`src/mtc_pkg.sv`:
```
`timescale 1ns / 1ps
package mtc_pkg;

	// accumulator width and derived widths of the group arithmetic
	localparam int ACC_W      = 56;
	localparam int PROD_W     = 2 * ACC_W;
	localparam int HALF_W     = ACC_W / 2;
	localparam int OUT_W      = 18;
	localparam int QUO_W      = 17;
	localparam int SQRT_STEPS = ACC_W;
	localparam int DIV_STEPS  = QUO_W;
	localparam int CNT_W      = 6;

	// group queue between front and back
	localparam int Q_DEPTH = 2;
	localparam int Q_PTR_W = 1;

	// register map
	localparam logic REG_CONJ_IDX = 1'b0;

	typedef struct packed {
		logic signed [ACC_W-1:0] cross_re;
		logic signed [ACC_W-1:0] cross_im;
		logic [ACC_W-1:0]        pwr_x;
		logic [ACC_W-1:0]        pwr_y;
	} mtc_sums_t;

	typedef enum logic [2:0] {
		B_IDLE,
		B_MUL,
		B_SQRT,
		B_DIV,
		B_DONE
	} mtc_bstate_t;

endpackage

```
`src/mtc_back.sv`:
```
`timescale 1ns / 1ps
module mtc_back (
	input  logic                              clk,
	input  logic                              arst_n,
	input  mtc_pkg::mtc_sums_t                grp,
	input  logic                              q_empty,
	output logic                              q_pop,
	input  logic                              pop,
	output logic                              empty,
	output logic signed [mtc_pkg::OUT_W-1:0]  coh_re,
	output logic signed [mtc_pkg::OUT_W-1:0]  coh_im,
	output logic                              zero_power
);

	localparam int A  = mtc_pkg::ACC_W;
	localparam int H  = mtc_pkg::HALF_W;
	localparam int PW = mtc_pkg::PROD_W;
	localparam int RW = A + 4;
	localparam int CW = mtc_pkg::CNT_W;
	localparam int QW = mtc_pkg::QUO_W;
	localparam int OW = mtc_pkg::OUT_W;

	typedef struct packed {
		logic load;
		logic mul_step;
		logic sqrt_step;
		logic div_step;
		logic emit;
	} mtc_bctl_t;

	mtc_pkg::mtc_bstate_t state_q, state_n;
	mtc_bctl_t            ctl;

	logic [CW-1:0]  cnt_q;
	logic [A-1:0]   px_q, py_q, num_re_q, num_im_q, dr_q, di_q, root_q;
	logic           neg_re_q, neg_im_q, zero_q, out_v_q;
	logic [PW-1:0]  prod_q;
	logic [RW-1:0]  rem_q;
	logic [QW-1:0]  qr_q, qi_q;
	logic signed [OW-1:0] coh_re_q, coh_im_q;
	logic           zp_q;

	logic           grp_zero, last_cnt, out_free;
	logic [H-1:0]   a_h, b_h;
	logic [A-1:0]   pp;
	logic [PW-1:0]  pp_sh;
	logic [RW-1:0]  rem_n, trial;
	logic [A:0]     rs_re, rs_im;
	logic [OW-1:0]  res_re, res_im;

	function automatic logic [A-1:0] mag(input logic signed [A-1:0] x);
		return x[A-1] ? (~x + 1'b1) : x;
	endfunction

	// magnitude / den with rounding and clamp, then sign
	function automatic logic [OW-1:0] finish(
		input logic [A-1:0]  num,
		input logic [A-1:0]  den,
		input logic [QW-1:0] quo,
		input logic          neg
	);
		logic [OW-1:0] m;
		logic [QW:0]   r1;
		r1 = {1'b0, quo} + 1'b1;
		m  = (num >= den) ? OW'(65536) : {1'b0, r1[QW:1]};
		return neg ? (~m + 1'b1) : m;
	endfunction

	assign grp_zero = (grp.pwr_x == '0) || (grp.pwr_y == '0);
	assign out_free = !out_v_q || pop;

	always_comb begin
		last_cnt = 1'b0;
		case (state_q)
			mtc_pkg::B_MUL:  last_cnt = (cnt_q == CW'(3));
			mtc_pkg::B_SQRT: last_cnt = (cnt_q == CW'(mtc_pkg::SQRT_STEPS - 1));
			mtc_pkg::B_DIV:  last_cnt = (cnt_q == CW'(mtc_pkg::DIV_STEPS - 1));
			default:         last_cnt = 1'b0;
		endcase
	end

	// next state
	always_comb begin
		state_n = state_q;
		case (state_q)
			mtc_pkg::B_IDLE: begin
				if (!q_empty) state_n = grp_zero ? mtc_pkg::B_DONE : mtc_pkg::B_MUL;
			end
			mtc_pkg::B_MUL: begin
				if (last_cnt) state_n = mtc_pkg::B_SQRT;
			end
			mtc_pkg::B_SQRT: begin
				if (last_cnt) state_n = mtc_pkg::B_DIV;
			end
			mtc_pkg::B_DIV: begin
				if (last_cnt) state_n = mtc_pkg::B_DONE;
			end
			mtc_pkg::B_DONE: begin
				if (out_free) state_n = mtc_pkg::B_IDLE;
			end
			default: state_n = mtc_pkg::B_IDLE;
		endcase
	end

	// control strobes
	always_comb begin
		ctl = '0;
		case (state_q)
			mtc_pkg::B_IDLE: ctl.load      = !q_empty;
			mtc_pkg::B_MUL:  ctl.mul_step  = 1'b1;
			mtc_pkg::B_SQRT: ctl.sqrt_step = 1'b1;
			mtc_pkg::B_DIV:  ctl.div_step  = 1'b1;
			mtc_pkg::B_DONE: ctl.emit      = out_free;
			default:         ctl = '0;
		endcase
	end

	assign q_pop = ctl.load;

	// datapath of one step
	always_comb begin
		a_h = cnt_q[1] ? px_q[A-1:H] : px_q[H-1:0];
		b_h = cnt_q[0] ? py_q[A-1:H] : py_q[H-1:0];
		pp  = a_h * b_h;
		case (cnt_q[1:0])
			2'b00:   pp_sh = {{(PW-A){1'b0}}, pp};
			2'b11:   pp_sh = {pp, {A{1'b0}}};
			default: pp_sh = {{(PW-A-H){1'b0}}, pp, {H{1'b0}}};
		endcase
		rem_n = {rem_q[RW-3:0], prod_q[PW-1:PW-2]};
		trial = {2'b00, root_q, 2'b01};
		rs_re = {dr_q, 1'b0};
		rs_im = {di_q, 1'b0};
		res_re = finish(num_re_q, root_q, qr_q, neg_re_q);
		res_im = finish(num_im_q, root_q, qi_q, neg_im_q);
	end

	always_ff @(posedge clk) begin
		if (ctl.load) begin
			px_q     <= grp.pwr_x;
			py_q     <= grp.pwr_y;
			num_re_q <= mag(grp.cross_re);
			num_im_q <= mag(grp.cross_im);
			dr_q     <= mag(grp.cross_re);
			di_q     <= mag(grp.cross_im);
			neg_re_q <= grp.cross_re[A-1];
			neg_im_q <= grp.cross_im[A-1];
			zero_q   <= grp_zero;
			prod_q   <= '0;
			rem_q    <= '0;
			root_q   <= '0;
			qr_q     <= '0;
			qi_q     <= '0;
		end
		if (ctl.mul_step) begin
			prod_q <= prod_q + pp_sh;
		end
		if (ctl.sqrt_step) begin
			prod_q <= {prod_q[PW-3:0], 2'b00};
			if (rem_n >= trial) begin
				rem_q  <= rem_n - trial;
				root_q <= {root_q[A-2:0], 1'b1};
			end else begin
				rem_q  <= rem_n;
				root_q <= {root_q[A-2:0], 1'b0};
			end
		end
		if (ctl.div_step) begin
			if (rs_re >= {1'b0, root_q}) begin
				dr_q <= A'(rs_re - {1'b0, root_q});
				qr_q <= {qr_q[QW-2:0], 1'b1};
			end else begin
				dr_q <= rs_re[A-1:0];
				qr_q <= {qr_q[QW-2:0], 1'b0};
			end
			if (rs_im >= {1'b0, root_q}) begin
				di_q <= A'(rs_im - {1'b0, root_q});
				qi_q <= {qi_q[QW-2:0], 1'b1};
			end else begin
				di_q <= rs_im[A-1:0];
				qi_q <= {qi_q[QW-2:0], 1'b0};
			end
		end
		if (ctl.emit) begin
			coh_re_q <= zero_q ? '0 : res_re;
			coh_im_q <= zero_q ? '0 : res_im;
			zp_q     <= zero_q;
		end
	end

	always_ff @(posedge clk or negedge arst_n) begin
		if (!arst_n) begin
			state_q <= mtc_pkg::B_IDLE;
			cnt_q   <= '0;
			out_v_q <= 1'b0;
		end else begin
			state_q <= state_n;
			if (ctl.load || last_cnt) begin
				cnt_q <= '0;
			end else if (ctl.mul_step || ctl.sqrt_step || ctl.div_step) begin
				cnt_q <= cnt_q + 1'b1;
			end
			if (ctl.emit) begin
				out_v_q <= 1'b1;
			end else if (pop) begin
				out_v_q <= 1'b0;
			end
		end
	end

	assign empty      = !out_v_q;
	assign coh_re     = coh_re_q;
	assign coh_im     = coh_im_q;
	assign zero_power = zp_q;

endmodule

```
`config.mk`:
```
export PLATFORM = sky130hd
export DESIGN_NAME = mtc_back
export DESIGN_NICKNAME = d
export VERILOG_FILES = /design/src/mtc_pkg.sv /design/src/mtc_back.sv
export SDC_FILE = /design/constraint.sdc
export NUM_CORES = 2
export LEC_CHECK = 0
export ABC_CLOCK_PERIOD_IN_PS = 16400
export CAP_MARGIN = 0
export CORE_ASPECT_RATIO = 1.5
export CORE_UTILIZATION = 56
export DETAILED_ROUTE_END_ITERATION = 16
export DONT_BUFFER_PORTS = 1
export PLACE_DENSITY = 0.71
export SKIP_CTS_REPAIR_TIMING = 1
export SLEW_MARGIN = 20
export SYNTH_ARGS = -nofsm -noshare
export SYNTH_HDL_FRONTEND = slang
export SYNTH_SLANG_ARGS = --single-unit
export TNS_END_PERCENT = 1
```
`constraint.sdc`:
```
create_clock -name clk -period 16.4 [get_ports clk]
set_clock_uncertainty 0.15 [all_clocks]
set_input_delay 3.28 -clock clk [delete_from_list [all_inputs] [get_ports clk]]
set_output_delay 3.28 -clock clk [all_outputs]
set_load 0.01 [all_outputs]
```
==> key figures <==
STA
  – Maximum operating frequency: slightly below 0.07 GHz
  – Worst Tran Pin Value: roughly 1.2 ns
  – Fin crit period: 14.39 ns
  – RSZ-0062 raised after global routing: no
  – Worst rel slew slack: 0.174
  – Setup TNS: 0 ns
  – Final Hold Viols: 0
  – Fin crit share: 0.877
  – Final setup viols: 0
  – Max Slew Vio Count: 0

Clock network
  – Worst-Skew Late Latency: 0.74 ns
  – Cts bufs inserted: 73
  – Clock buffer depth: 3
  – CTS sink count: around 650
  – Root Driver: clkbuf_16
  – H-Tree Depth: 3
  – CTS tree: built
  – Worst-path clk slew: approximately 0.070 ns

Critical path
  – Setup crit end kind: flop
  – WP data required: between 15 and 20 ns
  – CP max-delay cell: nor4_1
  – Crit path DAT: between 10 and 15 ns
  – Worst Path Max Fanout: 33
  – Delay-heaviest family, CP: adder cells
  – Critical path's largest stage delay: about 1.0 ns
  – WP buf/inv: 6
  – Flop2flop setup slack: between 2 and 2.5 ns
  – Top cell by count, worst path: fa_1
  – Worst setup SP type: flop
  – Worst setup path category: flop to flop

Detailed routing
  – DR DRC count: 0
  – Routed WL per cell: between 20 and 30 um
  – Routed WL: roughly 250000 um
  – Routed Antenna Nets: 0
  – Vias per cell: a little over 6
  – Drt pass-1 iters: 6
  – Starting DRT DRC Count: between 4000 and 5000
  – Top Layer Used: met5
  – Met3 wire len: approximately 18000 um
  – Met2 wire length: about 130000 um
  – Total number of vias: 62100
  – Wl on met1: around 84000 um

Place
  – Placed cell area: between 70000 and 80000 sq um
  – Post-detail-place hpwl: 201000 um
  – Placer Congestion: around 1.0
  – Number of buffers added on ports: 0

Logic synthesis
  – Most numerous cell in the Yosys netlist: nor2_1
  – Yosys top cell by area: edfxtp_1
  – Simple-Gate Fraction of Synth Area: 0.155
  – Syn Std Cell Area: between 70000 and 80000 sq um
  – Top cells by area, synth: edfxtp_1 26%, fa_1 18%, ha_1 10%
  – Commonest cells in the netlist: 1006 x nor2_1, 961 x inv_1, 866 x nand2_1
  – Post-Synth XOR/XNOR Area: 0.0553
  – Post-synth EDFFs: 634
  – Synth Area in Compound Gates: 0.154
  – Ys Warns: 0
  – Mux cell area share after synthesis: 0.0212
  – Ys async rst share: 0.0155
  – Ys flop type: edfxtp_1
  – Synthesized Nets: between 9000 and 10000
  – Synth Area in Adders: 0.287
  – Synth top area share: 0.256
  – Syn_area_per_cell: between 8 and 9 sq um
  – Combinational family with the most area after synthesis: adder cells
  – Seq/Total Area, Yosys: 0.260
  – Gate Count Post-Synth: 8356
  – Unique cell type count in the Yosys netlist: 83
  – Synth Register Bits: roughly 650

Die
  – Starting Density: 0.565
  – # IOs: between 200 and 300
  – Core Box Area: ~130000 sq um
  – Die area: about 130000 sq um
  – Num rows: ~160
  – Die W: between 200 and 300 um
  – Die Y: 448 um

Flow run
  – Maximum capacitance violations: 0

Cells and area
  – Final instance area: between 70000 and 80000 sq um
  – Area growth syn-to-layout: 5.68%
  – Share of cells above drive strength 1: 0.0442
  – Nets@finish: between 9000 and 10000
  – Final core occ: 0.597

GRT
  – Vias in the first global route: 64000
  – Initial antenna violation count: 16
  – GRT Util Overall: 0.375
  – First-pass GRT wire length: between 300000 and 400000 um
  – Grt ovf: 0
  – Largest net degree at the start of global routing: 93

Run status
  – Outcome: completed

Min path
  – Worst Hold Class: flop to flop
## cell type report
| type | count | area, sq um |
|---|---|---|
| sequential | 646 | 19300 |
| tap | 1732 | 2170 |
| multi-input combinational | 6358 | 50100 |
| inverter | 961 | 3610 |
| clock inverter | 48 | 547 |
| antenna | 21 | 52.6 |
| clock buffer | 84 | 1930 |
| fill | 11700 | 53000 |
| timing repair buffer | 102 | 773 |
## final timing paths
kind | from | end | cells past startpoint
max | cnt_q[0] | prod_q[104] | 38
min | prod_q[0] | prod_q[0] | 2
max reg2reg | cnt_q[0] | prod_q[104] | 38
min reg2reg | prod_q[0] | prod_q[0] | 2
max in group asynchronous | arst_n | cnt_q[5] | 0
min in group asynchronous | arst_n | cnt_q[0] | 0
## cell families after synthesis
logic type | Yosys count
AO/OA/AOI/OAI | 1843
buffers and inverters | 1352
XOR/XNOR | 469
AND/OR/NAND/NOR | 2600
flip-flops | 646
adder cells (fa/ha/maj) | 1296
multiplexers | 150
## sequential cells by signal, indices dropped and copies added (netlist names), 17 cells and up
| register | flops |
|---|---|
| coh_im | 18 |
| coh_re | 18 |
| di_q | 56 |
| dr_q | 56 |
| num_im_q | 56 |
| num_re_q | 56 |
| prod_q | 112 |
| px_q | 56 |
| py_q | 56 |
| qi_q | 17 |
| qr_q | 17 |
| rem_q | 58 |
| root_q | 56 |
## tightest hold or removal path, cell delays in order (launching register included)
cell and delay [ns]:
dfxtp_1 0.33, nand3_1 0.07, a21oi_1 0.05
## stage by stage
stage / instances / hold WS, ns / setup slack (ns)
2_1_floorplan: 8356 / 0.290 / 4.62
3_3_place_gp: 9796 / 0.331 / 2.25
3_5_place_dp: 9799 / 0.331 / 2.27
4_1_cts: 9931 / 0.340 / 2.22
5_1_grt: 9948 / 0.366 / 1.61
6_report: 9952 / 0.341 / 2.01
## metal layers
layer | GRT usage | vias up
met5 | 0 | -
met4 | 0.329 | 4
met3 | 0.0743 | 996
met2 | 0.659 | 2561
met1 | 0.379 | 30400
li1 | - | 28100
## layout by cell type, fill, tap and decap left out, drive strengths merged, types with 21 or more instances in the layout
| cell | synthesis | routed |
|---|---|---|
| nor2 | 1006 | 1006 |
| inv | 961 | 973 |
| nand2 | 866 | 866 |
| fa | 677 | 677 |
| a21oi | 665 | 665 |
| edfxtp | 634 | 634 |
| ha | 619 | 619 |
| o21ai | 412 | 412 |
| xnor2 | 315 | 315 |
| a21o | 217 | 217 |
| xor2 | 154 | 154 |
| nand4 | 123 | 123 |
| nand3 | 111 | 111 |
| buf | 18 | 102 |
| and2 | 99 | 99 |
| mux2i | 93 | 93 |
| clkbuf | 373 | 84 |
| o21bai | 77 | 77 |
| nor3 | 76 | 76 |
| nor4 | 62 | 62 |
| a22o | 61 | 61 |
| o31ai | 60 | 60 |
| mux2 | 57 | 57 |
| o21a | 51 | 51 |
| a31oi | 50 | 50 |
| and3 | 49 | 49 |
| nor2b | 46 | 46 |
| nand2b | 45 | 45 |
| a211oi | 36 | 36 |
| or3 | 32 | 32 |
| clkinv | 0 | 27 |
| o41ai | 26 | 26 |
| or2 | 24 | 24 |
| o211ai | 23 | 23 |
| diode | 0 | 21 |
Power is left out: the tool's default activity adds up to more than one toggle a clock period on the data nets, which glitch-free logic cannot reach.
