[src/mtc_pkg.sv]
`timescale 1ns / 1ps
package mtc_pkg;

	// accumulator width and derived widths of the group arithmetic
	localparam int ACC_W      = 56;
	localparam int PROD_W     = 2 * ACC_W;
	localparam int HALF_W     = ACC_W / 2;
	localparam int OUT_W      = 18;
	localparam int QUO_W      = 17;
	localparam int SQRT_STEPS = ACC_W;
	localparam int DIV_STEPS  = QUO_W;
	localparam int CNT_W      = 6;

	// group queue between front and back
	localparam int Q_DEPTH = 2;
	localparam int Q_PTR_W = 1;

	// register map
	localparam logic REG_CONJ_IDX = 1'b0;

	typedef struct packed {
		logic signed [ACC_W-1:0] cross_re;
		logic signed [ACC_W-1:0] cross_im;
		logic [ACC_W-1:0]        pwr_x;
		logic [ACC_W-1:0]        pwr_y;
	} mtc_sums_t;

	typedef enum logic [2:0] {
		B_IDLE,
		B_MUL,
		B_SQRT,
		B_DIV,
		B_DONE
	} mtc_bstate_t;

endpackage

[src/mtc_queue.sv]
`timescale 1ns / 1ps
module mtc_queue (
	input  logic                        clk,
	input  logic                        arst_n,
	input  logic                        wr_en,
	input  mtc_pkg::mtc_sums_t          wr_data,
	input  logic                        rd_en,
	output mtc_pkg::mtc_sums_t          rd_data,
	output logic                        q_empty,
	output logic [mtc_pkg::Q_PTR_W:0]   count
);

	mtc_pkg::mtc_sums_t              mem_q [mtc_pkg::Q_DEPTH];
	logic [mtc_pkg::Q_PTR_W-1:0]     wp_q, rp_q;
	logic [mtc_pkg::Q_PTR_W:0]       cnt_q;

	always_ff @(posedge clk) begin
		if (wr_en) begin
			mem_q[wp_q] <= wr_data;
		end
	end

	always_ff @(posedge clk or negedge arst_n) begin
		if (!arst_n) begin
			wp_q  <= '0;
			rp_q  <= '0;
			cnt_q <= '0;
		end else begin
			if (wr_en) begin
				wp_q <= wp_q + 1'b1;
			end
			if (rd_en) begin
				rp_q <= rp_q + 1'b1;
			end
			cnt_q <= cnt_q + (mtc_pkg::Q_PTR_W+1)'(wr_en) - (mtc_pkg::Q_PTR_W+1)'(rd_en);
		end
	end

	assign rd_data = mem_q[rp_q];
	assign q_empty = (cnt_q == '0);
	assign count   = cnt_q;

endmodule

[config.mk]
export PLATFORM = sky130hd
export DESIGN_NAME = mtc_queue
export DESIGN_NICKNAME = d
export VERILOG_FILES = /design/src/mtc_pkg.sv /design/src/mtc_queue.sv
export SDC_FILE = /design/constraint.sdc
export NUM_CORES = 1
export LEC_CHECK = 0
export BUFFER_PORTS_ARGS = -buffer_cell sky130_fd_sc_hd__buf_2
export CELL_PAD_IN_SITES_DETAIL_PLACEMENT = 0
export CELL_PAD_IN_SITES_GLOBAL_PLACEMENT = 1
export CORE_ASPECT_RATIO = 1.4
export CORE_MARGIN = 2
export CORE_UTILIZATION = 30
export DETAILED_ROUTE_END_ITERATION = 7
export GPL_TIMING_DRIVEN = 0
export PLACE_DENSITY = 0.6
export SETUP_SLACK_MARGIN = 0.4
export SYNTH_ARGS = -nofsm -noshare
export SYNTH_HDL_FRONTEND = slang
export SYNTH_SLANG_ARGS = --single-unit
[constraint.sdc]
create_clock -name clk -period 20.4 [get_ports clk]
set_input_delay 4.08 -clock clk [delete_from_list [all_inputs] [get_ports clk]]
set_output_delay 4.08 -clock clk [all_outputs]
set_load 0.03 [all_outputs]
==> impl_results.md, run 1 <==
* Worst slack after detailed placement at 14.37 ns
* Clock root cell: sky130_fd_sc_hd__clkbuf_16
* Post-route clock skew at 0.0110 ns
* Floorplan die area at a little under 0.06 mm2
* Initial core utilization at 0.302
* Maximum number of pins on one net before global-route repair at 63
* Area growth, synth to finish at 28.8%
* Final wirelength at 38,200 um
* Critical Path Fanout Max at 10
* Leakage power summed over all cells at 0.00857 uW
* Sinks on Clock Net at 452
* ANT nets after route at 0
* Syn avg cell area at 23.9 um2
* Endpoint class of the critical path: primary output
* Initial antenna violation count at 16
* Total GRT Usage at 0.127
* Area of the mapped netlist at 0.0170 mm2
* Top library cells by usage in the layout, fill and taps aside: 461 x sky130_fd_sc_hd__buf_2, 448 x sky130_fd_sc_hd__edfxtp_1, 150 x sky130_fd_sc_hd__mux2_4
* Final setup violation count at 0
* Register bit count reported by yosys at 452
* CP arrival at 2.06 ns
* Routability congestion estimate at ~0.74
* Register area share after synthesis at 0.799
* Number of maximum-capacitance violations at 0
* Length of the first detailed-routing pass in iterations at 4
* Clock power frac at 0.235
* Grt ovf at 0
* Net count of the mapped netlist at about 940
* Sequential fraction of design power at 0.379
* DRC viols at 0
* TritonCTS clock tree: done
* Setup TNS at 0 ns
* Iter 0 DRT Violations at approximately 210
* Required arrival time at the worst endpoint at 16.32 ns
* Power per unit of standard cell area at 153 mW/mm2
* Share of layout cells above drive strength 1 at 0.619
* Clock slew at reported path FFs at 0.06 ns
* Average via count per standard cell at between 4 and 5
* Hold-fix buffers, CTS at 0
* Number of buffers added on ports at approximately 450
* HPWL after DPL at 27,200 um
* Number of global-route vias before repair at 9,174
* Vertical extent of the die at 285 um
* Yosys cell types at 13
* Power, Total at 3340 uW
* Nets at 1,454
* Worst Max-Slew Pin Slew at 0.449 ns
* Total vias in the final route at 8,498
* Combinational group share of total power at 0.386
* First-pass GRT wire length at 55,500 um
* Die Wd at approximately 200 um
* Most common cell after layout, fill and taps aside: sky130_fd_sc_hd__buf_2
* Wire length per cell at around 19 um
* CTS max path bufs at 3
* Smallest setup slack after layout at about 14 ns
* Result of the run: completed
* Number of rows in the core area at roughly 100
* Slew headroom at 0.700
* Number of placed I/O pins at 455
* Gates resized, CTS repair at 0
* Number of max-slew violations in the final report at 0
* Unrepaired setup endpoints after global routing: false
* Clock buffers created by TritonCTS at 45
* Worst min-delay path class: flip-flop to flip-flop
* Count of warnings emitted by yosys at 0
* Tcrit/Tclk final at 0.301
* Clock network latency to the later pin of the worst-skew pair at about 0.56 ns
* Switch Pwr at 1170 uW
* H-tree depth at 2
* Switch share at 0.352
* Cell Int Power at 2170 uW
* Area of the core at 0.0562 mm2
* Worst-case vdd ir drop at 82.1 uV
* Post-CTS setup repair buffer count at 0
* Type of origin of the critical path: flip-flop
* Path type of the worst setup path: flip-flop to primary output
* Maximum clock frequency at 0.163 GHz
* Shortest period the worst path allows at between 6 and 7 ns
* Count of mapped cells out of synthesis at 711
* Final hold violation count at 0
* Hold WS at 0.545 ns
-- per-layer routing --
| metal | wire [um] | global-route usage | up-vias |
|---|---|---|---|
| li1 | - | - | 3893 |
| met1 | 13000 | 0.127 | 4208 |
| met2 | 20600 | 0.234 | 297 |
| met3 | 2990 | 0.0432 | 90 |
| met4 | 1560 | 0.0615 | 10 |
| met5 | 68 | 0 | - |
-- state kept, by name, summed over array words and instances (netlist names) --
signal and flops:
rp_q 1, count 2, mem_q 448, wp_q 1
-- Yosys cell counts (all sizes together) --
cell	number	area (um2)
inv	2	7.51
nor2b	1	6.26
mux2	224	3090
ha	2	25.0
dfrtp	4	100
buf	25	238
and2	1	6.26
edfxtp	448	13500
nor2	1	3.75
xor3	1	23.8
xor2	2	17.5
-- worst max-delay path, stage by stage (launching register included) --
cell and delay, ns:
sky130_fd_sc_hd__dfrtp_1 0.34, sky130_fd_sc_hd__buf_6 0.17, sky130_fd_sc_hd__buf_6 0.24, sky130_fd_sc_hd__buf_6 0.23
sky130_fd_sc_hd__mux2_4 0.31, sky130_fd_sc_hd__buf_2 0.19
-- worst paths after layout --
kind / slack [ns] / startpoint / depth (start not counted) / end
max: 14.26 / rp_q / 5 / rd_data[154]
min: 0.54 / wp_q / 1 / wp_q
max reg2reg: 18.24 / wp_q / 5 / mem_q[0][85]
min reg2reg: 0.54 / wp_q / 1 / wp_q
max in group asynchronous: 16.97 / arst_n / 1 / count[1]
min in group asynchronous: 3.31 / arst_n / 1 / wp_q
-- per-stage QoR --
stage	util	cell area [um2]	instances
global placement	0.359	20200	1900
floorplan	-	17000	711
CTS	0.389	21800	1993
global route	0.389	21900	2002
finish	0.389	21900	2003
detailed placement	0.364	20400	1912
-- final cells by class --
cell class                 instances  area (um2)
antenna                           10        25.0
timing repair buffer             466        2540
multi-input combinational        232        3180
tap                              735         920
buffer                            25         238
clock inverter                    26         185
sequential                       452       13600
clock buffer                      55        1210
inverter                           2        7.51
fill                            5278       34300
-- logic make-up after synthesis --
| logic type | synth area share |
|---|---|
| buffers and inverters | 0.0145 |
| xor gates and xnor gates | 0.00243 |
| and+or+nand+nor | 0.000959 |
| DFF | 0.799 |
| muxes | 0.182 |
| adders and majority gates | 0.00147 |
-- power groups by stage --
stage	sequential, uW	clock (uW)	combinational (uW)
floorplan	1340	0	929
global placement	1390	0	1280
detailed placement	1290	0	1320
CTS	1270	816	1320
global route	1280	848	1360
finish	1270	785	1290
Power figures use the tool's default switching activity.
==> run 2, diff against run 1 <==
PLACE_DENSITY = 0.62   (was 0.6)
clock period = 5.45 ns   (was 20.4 ns; I/O delays follow)
==> impl_results.md, run 2 (same netlist as run 1, synthesis figures left out) <==
* Final Instance Count excl. Fillers at 1,999 (was 2,003)
* Routability congestion estimate at 0.709 (was 0.735)
* Number of rows in the core area at 103 (unchanged)
* Multi-input gate area at 0.00318 mm2 (unchanged)
* Vertical extent of the die at 285 um (unchanged)
* Iter 0 DRT Violations at 200 (was 208)
* Hold-fix buffers, CTS at 0 (unchanged)
* Post-route clock skew at 0.00953 ns (was 0.0110 ns)
* Average via count per standard cell at 4.22 (was 4.24)
* Clock power frac at 0.239 (was 0.235)
* Clock slew at reported path FFs at 0.06 ns (about the same)
* Flip-flop count of the largest register, all copies and words added at 448 (unchanged)
* Final wirelength at 38,400 um (was 38,200 um)
* Type of origin of the critical path: flip-flop (unchanged)
* Launching instance or port of the critical path: rp_q (unchanged)
* Post-CTS setup repair buffer count at 0 (unchanged)
* Wire length per cell at 19.2 um (was 19.1 um)
* Critical Path Fanout Max at 10 (unchanged)
* Startpoint of the worst register-to-register path: wp_q (unchanged)
* Worst-case vdd ir drop at 396 uV (was 82.1 uV)
* Tcrit/Tclk final at 0.578
* Combinational group share of total power at 0.383 (was 0.386)
* Initial antenna violation count at 15 (was 16)
* Length of the first detailed-routing pass in iterations at 4 (unchanged)
* Cell type with the highest occurrence count on the critical path: sky130_fd_sc_hd__buf_6 (unchanged)
* Number of buffers added on ports at 454 (unchanged)
* Power per unit of standard cell area at 575 mW/mm2 (was 153 mW/mm2)
* Area of the core at 0.0562 mm2 (unchanged)
* H-tree depth at 2 (unchanged)
* TritonCTS clock tree: done (unchanged)
* Worst Max-Slew Pin Slew at 0.920 ns (was 0.449 ns)
* Gates resized, CTS repair at 0 (unchanged)
* Register with the most flip-flops: mem_q (unchanged)
* Worst reg2reg setup slack at 3.01 ns (was 18.24 ns)
* Final hold violation count at 0 (unchanged)
* Slew headroom at 0.385 (was 0.700)
* Endpoint class of the critical path: primary output (unchanged)
* Total GRT Usage at 0.127 (about the same)
* Maximum number of pins on one net before global-route repair at 61 (was 63)
* Cell Chain, Critical Path: buf_6, buf_6, buf_6, mux2_4, buf_2 (unchanged)
* Clock buffers created by TritonCTS at 45 (unchanged)
* Leakage power summed over all cells at 0.00857 uW (about the same)
* Area growth, synth to finish at 28.8% (about the same)
* Maximum clock frequency at 0.318 GHz
* Placed instance count at 1,911 (was 1,912)
* CP arrival at 2.06 ns (about the same)
* Total vias in the final route at 8,444 (was 8,498)
* Unrepaired setup endpoints after global routing: false (unchanged)
* Layout filler cell count at 5,285 (was 5,278)
* Path type of the worst setup path: flip-flop to primary output (unchanged)
* Combined flip-flop and latch cell area at 0.0136 mm2 (unchanged)
* ANT nets after route at 0 (unchanged)
* Switch Pwr at 4420 uW (was 1170 uW)
* Critical R2R Capture: mem_q[0][79] (was mem_q[0][85])
* Top library cells by usage in the layout, fill and taps aside: 461 x sky130_fd_sc_hd__buf_2, 448 x sky130_fd_sc_hd__edfxtp_1, 150 x sky130_fd_sc_hd__mux2_4 (unchanged)
* Reg2Reg Depth at 5 (unchanged)
* Buffers and inverters on the worst path at 4 (unchanged)
* HPWL after DPL at 26,900 um (was 27,200 um)
* Power, Total at 12,600 uW (was 3340 uW)
* Sinks on Clock Net at 452 (unchanged)
* Required arrival time at the worst endpoint at 4.36 ns (was 16.32 ns)
* Die Wd at 205 um (unchanged)
* Clock root cell: sky130_fd_sc_hd__clkbuf_16 (unchanged)
* Number of gates on the worst path with buffers counted at 5 (unchanged)
* Max incr delay on CP at 0.33 ns (was 0.34 ns)
* Share of layout cells above drive strength 1 at 0.619 (about the same)
* Cell Int Power at 8140 uW (was 2170 uW)
* Number of placed I/O pins at 455 (unchanged)
* Cell type of the slowest stage on the worst timing path: sky130_fd_sc_hd__dfrtp_1 (unchanged)
* DRC viols at 0 (unchanged)
* Switch share at 0.352 (about the same)
* Clock network latency to the later pin of the worst-skew pair at 0.56 ns (about the same)
* Initial core utilization at 0.302 (unchanged)
* Nets at 1,453 (was 1,454)
* Sequential fraction of design power at 0.378 (was 0.379)
* CTS max path bufs at 3 (unchanged)
* Floorplan die area at 0.0585 mm2 (unchanged)
* Most common cell after layout, fill and taps aside: sky130_fd_sc_hd__buf_2 (unchanged)
* Worst min-delay path class: input port to async pin (was flip-flop to flip-flop)
* Kind of cell adding the most delay to the critical path: buffers and inverters (unchanged)
* Shortest period the worst path allows at 3.15 ns
* Number of max-slew violations in the final report at 0 (unchanged)
* Worst setup path endpoint: rd_data[124] (was rd_data[154])
* Grt ovf at 0 (unchanged)
* Number of global-route vias before repair at 9,245 (was 9,174)
* Result of the run: completed (unchanged)
* Number of maximum-capacitance violations at 0 (unchanged)
* Final setup violation count at 0 (unchanged)
* First-pass GRT wire length at 55,200 um (was 55,500 um)
[run 2: layer usage]
layer  global-route usage  vias up  part of all wire
li1                     -     3881                 -
met2                0.230      313              0.53
met3               0.0445       82             0.083
met4               0.0629       14             0.039
met5                    0        -            0.0025
met1                0.127     4154              0.34
[run 2: final cells by class]
type,instances,share of cell area
repair buffers,465,0.115
multi-input cells,232,0.145
plain buffers,25,0.0109
clock buffers,53,0.0549
diodes,7,0.000802
clock inverters,28,0.00979
flip-flops and latches,452,0.620
inverters,2,0.000344
well taps,735,0.0421
[run 2: how the worst min path moves through the flow]
stage               startpoint        to  slack, ns  cells past startpoint
floorplan                 wp_q      wp_q       0.51                      1
global placement          wp_q      wp_q       0.52                      1
detailed placement        wp_q      wp_q       0.53                      1
CTS                     arst_n  count[0]       0.27                      1
global route            arst_n  count[0]       0.29                      1
finish                  arst_n  count[0]       0.32                      1
[run 2: power groups by stage]
stage	combinational (uW)	clock, uW	sequential, uW
2_1_floorplan	3480	0	4880
3_3_place_gp	4790	0	4940
3_5_place_dp	4920	0	4820
4_1_cts	4930	3130	4750
5_1_grt	5100	3240	4800
6_report	4810	3000	4740
[run 2: per-stage QoR]
stage	setup WS, ns	util	setup TNS (ns)	hold slack [ns]	instance area [um2]
final	2.30	0.389	0	0.323	21800
after global routing	2.15	0.389	0	0.288	21800
after CTS	2.16	0.389	0	0.272	21800
after detailed placement	2.08	0.363	0	0.534	20400
after global placement	-1.80	0.359	-563.70	0.522	20200
after floorplan	0.573	-	0	0.508	17000
[run 2: worst reg2reg max path, delay by kind of cell (launching register included)]
kind | cells | cell delay, ns
DFF | 1 | 0.42
and+or+nand+nor | 1 | 0.73
buffers and inverters | 4 | 0.94
==> run 3, diff against run 2 <==
clock period = 2.7 ns   (was 5.45 ns; I/O delays follow)
==> impl_results.md, run 3 (same netlist as run 1, synthesis figures left out) <==
* Worst hold path stage count at 1
* Clock network latency to the later pin of the worst-skew pair at 0.56 ns (about the same)
* Tcrit/Tclk final at 0.922
* Cell type with the highest occurrence count on the critical path: sky130_fd_sc_hd__buf_12 (was sky130_fd_sc_hd__buf_6)
* HPWL after DPL at 26,900 um (unchanged)
* Placed instance count at 1,911 (unchanged)
* Share of layout cells above drive strength 1 at 0.622 (was 0.619)
* Wire length per cell at 19.5 um (was 19.2 um)
* Post-route clock skew at 0.0103 ns (was 0.00953 ns)
* Number of max-slew violations in the final report at 0 (unchanged)
* Routability congestion estimate at 0.709 (unchanged)
* Sinks on Clock Net at 452 (unchanged)
* Area of the core at 0.0562 mm2 (unchanged)
* Top library cells by usage in the layout, fill and taps aside: 448 x sky130_fd_sc_hd__edfxtp_1, 372 x sky130_fd_sc_hd__buf_2, 152 x sky130_fd_sc_hd__mux2_4 (was 461 x sky130_fd_sc_hd__buf_2, 448 x sky130_fd_sc_hd__edfxtp_1, 150 x sky130_fd_sc_hd__mux2_4)
* Average via count per standard cell at 4.23 (was 4.22)
* Cell type of the slowest stage on the worst timing path: sky130_fd_sc_hd__dfrtp_1 (unchanged)
* Worst min-delay path class: input port to flip-flop (was input port to async pin)
* Initial core utilization at 0.302 (unchanged)
* Final hold violation count at 0 (unchanged)
* Worst Max-Slew Pin Slew at 0.835 ns (was 0.920 ns)
* Nets at 1,467 (was 1,453)
* Clock root cell: sky130_fd_sc_hd__clkbuf_16 (unchanged)
* Endpoint class of the critical path: primary output (unchanged)
* Floorplan die area at 0.0585 mm2 (unchanged)
* Final wirelength at 39,300 um (was 38,400 um)
* Area growth, synth to finish at 33.7% (was 28.8%)
* Length of the first detailed-routing pass in iterations at 4 (unchanged)
* Final Instance Count excl. Fillers at 2,013 (was 1,999)
* Final standard cell area without fillers at 0.0227 mm2 (was 0.0218 mm2)
* Number of maximum-capacitance violations at 0 (unchanged)
* Worst-case vdd ir drop at 801 uV (was 396 uV)
* Most common cell after layout, fill and taps aside: sky130_fd_sc_hd__edfxtp_1 (was sky130_fd_sc_hd__buf_2)
* Initial antenna violation count at 15 (unchanged)
* Number of buffers added on ports at 454 (unchanged)
* Final design utilization at 0.404 (was 0.389)
* Grt ovf at 0 (unchanged)
* Critical Path Fanout Max at 10 (unchanged)
* Iter 0 DRT Violations at 209 (was 200)
* Type of origin of the critical path: flip-flop (unchanged)
* Register with the most flip-flops: mem_q (unchanged)
* Leakage power summed over all cells at 0.00890 uW (was 0.00857 uW)
* Max incr delay on CP at 0.37 ns (was 0.33 ns)
* Number of placed I/O pins at 455 (unchanged)
* Layout filler cell count at 5,199 (was 5,285)
* ANT nets after route at 0 (unchanged)
* Unrepaired setup endpoints after global routing: true (was false)
* Number of global-route vias before repair at 9,272 (was 9,245)
* Clock slew at reported path FFs at 0.06 ns (about the same)
* Total vias in the final route at 8,515 (was 8,444)
* Result of the run: completed (unchanged)
* Final setup violation count at 0 (unchanged)
* Total GRT Usage at 0.128 (was 0.127)
* Clock buffers created by TritonCTS at 45 (unchanged)
* TritonCTS clock tree: done (unchanged)
* H-tree depth at 2 (unchanged)
* Path type of the worst setup path: flip-flop to primary output (unchanged)
* Maximum number of pins on one net before global-route repair at 61 (unchanged)
* Area after detailed placement at 0.0204 mm2 (unchanged)
* Flip-flop count of the largest register, all copies and words added at 448 (unchanged)
* CTS max path bufs at 3 (unchanged)
* Maximum clock frequency at 0.402 GHz
* Required arrival time at the worst endpoint at 2.16 ns (was 4.36 ns)
* Number of rows in the core area at 103 (unchanged)
* Cell Chain, Critical Path: buf_12, buf_16, buf_12, mux2_4, buf_2 (was buf_6, buf_6, buf_6, mux2_4, buf_2)
* Reg2Reg Depth at 3 (was 5)
* CP arrival at 1.95 ns (was 2.06 ns)
* Slew headroom at 0.441 (was 0.385)
* Power per unit of standard cell area at 1180 mW/mm2 (was 575 mW/mm2)
* Die Wd at 205 um (unchanged)
* Vertical extent of the die at 285 um (unchanged)
* First-pass GRT wire length at 55,600 um (was 55,200 um)
* Shortest period the worst path allows at 2.49 ns
* DRC viols at 0 (unchanged)
## run 3: cell types whose count changed in the layout (fill, tap and decap cells not counted), moves of 3 or more
cell,change
sky130_fd_sc_hd__buf_2,-89
sky130_fd_sc_hd__clkbuf_16,+3
sky130_fd_sc_hd__buf_16,+4
sky130_fd_sc_hd__buf_6,+28
sky130_fd_sc_hd__buf_4,+43
sky130_fd_sc_hd__buf_12,+20
## run 3: final timing paths
check	startpoint	end	slack, ns
min in group asynchronous	arst_n	count[0]	0.30
max in group asynchronous	arst_n	rp_q	2.28
worst max register to register	wp_q	mem_q[1][200]	0.56
worst min-delay path	wr_data[76]	mem_q[0][76]	0.16
worst max-delay path	rp_q	rd_data[149]	0.21
worst min register to register	wp_q	wp_q	0.64
## run 3: metal layers
layer  wire [um]  global-route usage
met4        1530              0.0629
met1       13800               0.130
met2       20800               0.231
met3        3140              0.0443
met5          94                   0
## run 3: final cells by class
type / instances / area (um2) / area share
diodes: 7 / 17.5 / 0.000772
repair buffers: 477 / 3090 / 0.136
inverters: 2 / 7.51 / 0.000331
clock inverters: 28 / 214 / 0.00943
flip-flops and latches: 452 / 13600 / 0.597
clock buffers: 53 / 1200 / 0.0528
well taps: 735 / 920 / 0.0405
plain buffers: 25 / 488 / 0.0215
multi-input cells: 234 / 3200 / 0.141
## run 3: where the power goes
group          total [uW]  switching (uW)  internal (uW)
Sequential           9580             295           9290
Combinational       11100            6280           4820
Clock                6070            2610           3450
## run 3: stage by stage
| stage | power, uW | worst slack [ns] | TNS, ns | hold WS, ns |
|---|---|---|---|---|
| finish | 26800 | 0.211 | 0 | 0.160 |
| global route | 27900 | 0.110 | 0 | 0.119 |
| CTS | 26500 | 0.120 | 0 | 0.109 |
| detailed placement | 19700 | -0.117 | -6.77 | 0.350 |
| global placement | 19600 | -4.00 | -1549.30 | 0.350 |
| floorplan | 16900 | -1.63 | -598.51 | 0.244 |
## run 3: critical path, delay by kind of cell, from the launching register on
family	cells	cell delay, ns
buf+inv	4	0.69
mux	1	0.31
flops	1	0.37
## run 3: timing repair
item | 4_1_cts | 5_1_grt
hold endpoints to repair | 4 | 0
pin swaps | 0 | 1
gates resized for setup | 90 | 157
gates cloned | 2 | 5
buffers inserted | 2 | 4
endpoints found under the setup margin | 345 | 368
hold buffers | 1 | 0
